`config.mk`:
```
export PLATFORM = sky130hd
export DESIGN_NAME = sh128_hasher
export DESIGN_NICKNAME = d
export VERILOG_FILES = /design/src/rtl/simhash128_signature_core_assert.svh /design/src/rtl/sh128_pkg.sv /design/src/rtl/sh128_hasher.sv
export SDC_FILE = /design/constraint.sdc
export NUM_CORES = 2
export LEC_CHECK = 0
export ABC_AREA = 0
export BUFFER_PORTS_ARGS = -buffer_cell sky130_fd_sc_hd__buf_2
export CAP_MARGIN = 15
export CORE_ASPECT_RATIO = 1.5
export CORE_MARGIN = 3
export CORE_UTILIZATION = 55
export CTS_CLUSTER_DIAMETER = 120
export DETAILED_ROUTE_END_ITERATION = 8
export PLACE_DENSITY = 0.84
export SYNTH_ARGS = -nofsm -noshare
export SYNTH_HDL_FRONTEND = slang
export SYNTH_SLANG_ARGS = --single-unit
export TNS_END_PERCENT = 30
```
`constraint.sdc`:
```
create_clock -name clock -period 5.1 [get_ports clock]
set_input_delay 0.255 -clock clock [delete_from_list [all_inputs] [get_ports clock]]
set_output_delay 0.255 -clock clock [all_outputs]
set_load 0.02 [all_outputs]
```
`src/rtl/simhash128_signature_core_assert.svh`:
```
// ----------------------------------------------------------------------------
// SimHash signature core assertion macros
// Shared concurrent assertion forms for the signature core RTL.
// ----------------------------------------------------------------------------
`ifndef SIMHASH128_SIGNATURE_CORE_ASSERT_SVH
`define SIMHASH128_SIGNATURE_CORE_ASSERT_SVH

// The consequent must hold in the same cycle as the antecedent.
`define SH128_ASSERT_SAME(label, clk, rst, ante, cons) \
   label: assert property (@(posedge clk) disable iff (rst) (ante) |-> (cons)) \
      else $error("sh128 same-cycle check failed");

// The consequent must hold in the cycle after the antecedent.
`define SH128_ASSERT_NEXT(label, clk, rst, ante, cons) \
   label: assert property (@(posedge clk) disable iff (rst) (ante) |=> (cons)) \
      else $error("sh128 next-cycle check failed");

`endif

```
`src/rtl/sh128_pkg.sv`:
```
// ----------------------------------------------------------------------------
// SimHash signature package
// Hash constants, request kinds and the FNV-1a step shared by the core.
// ----------------------------------------------------------------------------
package sh128_pkg;

   localparam int HASH_BITS        = 64;
   localparam int SIG_BITS         = 2 * HASH_BITS;
   localparam int BYTE_BITS        = 8;
   localparam int WEIGHT_PORT_BITS = 32;
   localparam int WEIGHT_BITS_DEF  = 32;
   localparam int VOTE_BITS_DEF    = 48;

   localparam logic [HASH_BITS-1:0] FNV_BASIS = 64'd1469598103934665603;
   localparam logic [HASH_BITS-1:0] HIGH_SEED = 64'h9E3779B185EBCA87;
   localparam logic [HASH_BITS-1:0] HIGH_BASIS = FNV_BASIS ^ HIGH_SEED;

   typedef enum logic {
      OP_BYTE  = 1'b0,
      OP_CLOSE = 1'b1
   } op_type;

   typedef struct packed {
      logic vote;
      logic clear;
   } vote_cmd_type;

   // One FNV-1a step. The prime is 2^40 + 0x1B3, so the product is a short
   // sum of shifted copies.
   function automatic logic [HASH_BITS-1:0] fnv_step(input logic [HASH_BITS-1:0] h,
                                                     input logic [BYTE_BITS-1:0] b);
      logic [HASH_BITS-1:0] x;
      x = h ^ HASH_BITS'(b);
      return (x << 40) + (x << 8) + (x << 7) + (x << 5) + (x << 4) + (x << 1) + x;
   endfunction

endpackage

```
`src/rtl/sh128_hasher.sv`:
```
// ----------------------------------------------------------------------------
// SimHash dual FNV hasher
// Holds the low and high running hashes and advances both by one byte.
// ----------------------------------------------------------------------------
module sh128_hasher
   import sh128_pkg::*;
(
   input  logic                 clock,
   input  logic                 reset,
   input  logic                 step,
   input  op_type               op,
   input  logic [BYTE_BITS-1:0] token_byte,
   input  logic                 token_last,
   output logic [HASH_BITS-1:0] low_next,
   output logic [HASH_BITS-1:0] high_next
);

   logic [HASH_BITS-1:0] low_ff, low_in;
   logic [HASH_BITS-1:0] high_ff, high_in;

   assign low_next  = fnv_step(low_ff, token_byte);
   assign high_next = fnv_step(high_ff, token_byte);

   always_comb begin
      low_in  = low_ff;
      high_in = high_ff;
      if (step) begin
         // A finished token or a close starts both hashes over.
         if (op == OP_CLOSE || token_last) begin
            low_in  = FNV_BASIS;
            high_in = HIGH_BASIS;
         end else begin
            low_in  = low_next;
            high_in = high_next;
         end
      end
   end

   always_ff @(posedge clock) begin
      if (reset) begin
         low_ff  <= FNV_BASIS;
         high_ff <= HIGH_BASIS;
      end else begin
         low_ff  <= low_in;
         high_ff <= high_in;
      end
   end

endmodule

```
==> results of run 1 <==
## cells by family after synthesis
family,synth area share
xor+xnor,0.05578
flops,0.1007
fa+ha+maj,0.4936
mux,0.001623
simple gates,0.08087
buf+inv,0.1312
compound gates,0.1363
## metrics by stage
step	util	cell area [µm²]	cells	setup TNS, ps	setup WS, ps
floorplan	-	25720	2847	-72.15	-55.45
CTS	0.7845	35530	4195	-35520	-773.6
detailed placement	0.6909	31290	4066	-33260	-550.9
global placement	0.6909	31290	4066	-21230	-441.3
## what timing repair did
item | CTS
hold buffers | 0
gates resized for setup | 589
pin swaps | 217
setup endpoints to repair | 158
buffers inserted | 99
## per-layer routing
metal | track usage | overflow
met5 | 0.1210 | 0
met4 | 0.5609 | 27
met3 | 0.3374 | 0
met2 | 0.7479 | 23
met1 | 0.5071 | 2
==> reports/metrics.yaml, run 1 <==
floorplanning:
  rows: 95
  start_util: 0.5617
  ios: 141
  die-width_um: 181.6
  die_y_um: 269.4
synth:
  yosysSeqAreaShare: 0.1007
  async_reset_ff_frac: 0
  synth_area_leaders: "fa_1, inv_1, ha_1"
  yosys_warnings: 0
  synth_area_per_cell_um2: 8.935
  synth.net_count: 3570
  synth.most_common_cell: "inv_1"
  synth_top_area_cell: "fa_1"
  synth-edff-count: 0
  ys.flop_type: "dfxtp_1"
  synth.distinct_cells: 78
  ys_seq_elements: 128
  netlist.area_leader.share: 0.3848
  synth_common_cells: "inv_1, fa_1, ha_1, a21oi_1, dfxtp_1"
  synthCells: 2847
  synth_area_um2: 25440
run_status:
  first-error: "[ERROR GRT-0116] Global routing finished with congestion. Check the congestion regions in the DRC Viewer."
  lastStage: "global routing (5_1_grt)"
  status: "stopped before the end"
place:
  hpwl_mm: 70.57
  gp_congestion: 1.042
  port_buffers: 140
clock_tree:
  cts_sinks: 128
  root_buffer: "clkbuf_16"
  clockBufferDepth: 2
  numCtsBuffers: 17
  htreeDepth: 4
global_routing:
  grt_pass1_wl_mm: 200.1
  grt_max_degree: 78
  grt_pass1_vias: 33128
  grt_overflow: 52
  grt_usage: 0.5379
==> inputs of run 2 (changes only) <==
--- a/config.mk
+++ b/config.mk
@@ -8,12 +8,10 @@
 export ABC_AREA = 0
 export BUFFER_PORTS_ARGS = -buffer_cell sky130_fd_sc_hd__buf_2
 export CAP_MARGIN = 15
-export CORE_ASPECT_RATIO = 1.5
 export CORE_MARGIN = 3
-export CORE_UTILIZATION = 55
-export CTS_CLUSTER_DIAMETER = 120
+export CORE_UTILIZATION = 40
 export DETAILED_ROUTE_END_ITERATION = 8
-export PLACE_DENSITY = 0.84
+export PLACE_DENSITY_LB_ADDON = 0.15
 export SYNTH_ARGS = -nofsm -noshare
 export SYNTH_HDL_FRONTEND = slang
 export SYNTH_SLANG_ARGS = --single-unit
==> constraint.sdc (replaced) <==
create_clock -name clock -period 6.6 [get_ports clock]
set_input_delay 0.33 -clock clock [delete_from_list [all_inputs] [get_ports clock]]
set_output_delay 0.33 -clock clock [all_outputs]
set_load 0.02 [all_outputs]
==> run 2 against run 1 <==
Against the previous run:
- the flow now finishes without violations
- synthesized cell count stayed put
- synthesized area unchanged
==> reports/metrics.yaml, run 2 <==
run_status:
  status: "completed"
drt:
  drt_iter0_drc: 1441
  wl_mm: 73.33
  viasPerCell: 5.098
  ant_nets: 0
  drc_errors: 0
  wire_per_inst_um: 19.08
  num_vias: 19596
  firstDrtPassIters: 6
sta:
  worst_pin_slew_ps: 1062
  rsz0062_at_grt: "yes"
  period_needed_ps: 6451
  slew_headroom: 0.2901
  fin_ws_ps: 149.0
  finalCritPeriodShare: 0.9774
  slew_violations: 0
  skew_ps: 14.04
  max_freq_mhz: 155.0
  hold_viol: 0
  setup_viol: 0
  fin_tns_setup_ps: 0
floorplanning:
  rows: 91  # -4.2%
  dieArea_um2: 66650
  ios: 141  # unchanged
  core-area_um2: 62280
  die_y_um: 258.2  # -4.2%
  die-width_um: 258.2  # +42%
  start_util: 0.4084  # -0.1533
synth:
  synthCells: 2847  # unchanged
  synth_area_um2: 25440  # unchanged
  ys_seq_elements: 128  # unchanged
  synth.distinct_cells: 78  # unchanged
  synth.net_count: 3570  # unchanged
  async_reset_ff_frac: 0  # unchanged
  yosys_warnings: 0  # unchanged
  synth_area_per_cell_um2: 8.935  # unchanged
  synth_area_leaders: "fa_1, inv_1, ha_1"
  ys.flop_type: "dfxtp_1"
  synth_top_area_cell: "fa_1"
  synth-edff-count: 0  # unchanged
  synth.most_common_cell: "inv_1"
  synth_common_cells: "inv_1, fa_1, ha_1, a21oi_1, dfxtp_1"
  netlist.area_leader.share: 0.3848  # unchanged
  yosysSeqAreaShare: 0.1007  # unchanged
finish:
  final_nets: 3717
  final_area_um2: 28310
  fill_cells: 6175
  final_cell_mix: "inv_1, fa_1, ha_1"
  drive_gt1_frac: 0.1085
  syn_to_final_growth_pct: 11.29
  final_common_cell: "inv_1"
  top_regs: "high_ff (64), low_ff (64)"
clock_tree:
  cts_sinks: 128  # unchanged
  clkLatencyLatePin_ps: 500
  numCtsBuffers: 17  # unchanged
  clockBufferDepth: 2  # unchanged
  tritoncts: "built"
  clk_pin_slew_worst_paths_ps: 60
  htreeDepth: 4  # unchanged
  root_buffer: "clkbuf_16"
setup_path:
  path_buf_inv: 7
  cp.required_ps: 6270
  crit_fanout: 8
  r2r-start: "low_ff[16]"
  cp.arrival_ps: 6120
  worst_path_largest_cell_delay_ps: 570
  worst_path_max_delay_cell: "or4_1"
  r2r_slack_ps: 940
  worstSetupEndpointType: "output pin"
  worst_r2r_path_depth: 20
  crit_family: "adder cells"
  worstPathCellList: "clkinvlp_4, buf_12, fa_1, inv_1, fa_1, inv_1, fa_1, inv_1, ha_1, ha_1, nand2_1, or4_1, nor3_1, o21ai_1, a21oi_1, a211oi_1, o41ai_1, xor2_1, buf_4, buf_2"
  startpoint_type: "register"
  critical_path_class: "register to output pin"
  r2r-end: "low_ff[50]"
global_routing:
  grt_pass1_wl_mm: 117.2
  grt_overflow: 0
  antenna_found_initial: 1
  grt_pass1_vias: 20710
  grt_usage: 0.2290
  grt_max_degree: 52
place:
  dpl_cell_area_um2: 27100  # -13%
  port_buffers: 140  # unchanged
  place_ws_ps: 269.2  # +820.1 ps
  hpwl_mm: 61.50  # -13%
  gp_congestion: 0.9348  # -10%
min_path:
  hp-class: "input pin to register"
  hold_path_startpoint: "reset"
  holdPathEnd: "low_ff[13]"
  worstHoldPathCells: 3
run:
  drv_cap: 0
run 2: cell counts after synthesis:
No cell type changed its count.
run 2: logic make-up after synthesis:
group	after synthesis	share of synthesized area
buffers and inverters	876	0.1312
adders and majority gates	710	0.4936
muxes	4	0.001623
and+or+nand+nor	428	0.08087
xor gates and xnor gates	162	0.05578
DFF	128	0.1007
AOI/OAI and AO/OA	539	0.1363
run 2: through the flow:
step | cells | hold WS, ps | util
5_1_grt | 3842 | 358.7 | 0.4544
3_3_place_gp | 3775 | 462.5 | 0.4352
2_1_floorplan | 2847 | 449.4 | -
4_1_cts | 3809 | 320.4 | 0.4462
3_5_place_dp | 3775 | 467.9 | 0.4352
6_report | 3844 | 363.4 | 0.4545
run 2: worst max path at each step:
stage,startpoint,depth (start not counted),to,slack [ps]
after global routing,low_ff[23],20,low_next[62],-40
final,low_ff[16],20,low_next[50],150
after CTS,low_ff[21],19,low_next[50],-2
after detailed placement,token_byte[0],22,high_next[61],270
after global placement,token_byte[4],22,high_next[61],380
after floorplan,low_ff[0],20,low_next[61],880
run 2: cell type report:
type | instances | area [µm²] | area share
Multi-Input combinational cell | 1843 | 19750 | 0.6978
Clock inverter | 9 | 133.9 | 0.004729
Timing Repair Buffer | 212 | 1296 | 0.04579
Tap cell | 837 | 1047 | 0.03699
Clock buffer | 21 | 470.5 | 0.01662
Antenna cell | 2 | 5.005 | 0.0001768
Inverter | 792 | 3029 | 0.1070
Sequential cell | 128 | 2572 | 0.09087
run 2: timing repair:
action | in CTS | in global routing
gates resized for setup | 12 | 58
hold endpoints to repair | 0 | 0
setup buffers | 4 | 33
setup endpoints to repair | 10 | 37
pin swaps | 0 | 11
hold buffers | 0 | 0
run 2: worst register-to-register path: stages (launching register included):
cell and delay, ps:
dfxtp_1 370, clkinvlp_4 210, buf_12 200, fa_1 530, inv_1 50, fa_1 520
inv_1 50, fa_1 470, inv_1 40, ha_1 270, ha_1 430, nand2_1 160
or4_1 570, nor3_1 250, o21ai_1 190, a21oi_1 240, a211oi_1 110, o41ai_1 380
xor2_1 220, buf_4 190, a2bb2oi_1 150
run 2: per-layer routing:
layer	part of all wire	wire, µm	track usage	up-vias
met5	0	0	0	-
met4	0.023	1704	0.06279	0
met3	0.050	3656	0.03756	86
met2	0.47	34300	0.3723	512
met1	0.46	33670	0.3171	9835
li1	-	-	-	9163
Power of run 2 is not shown: default switching activity piles up to over one toggle a cycle in this logic, so the estimate is an artifact.
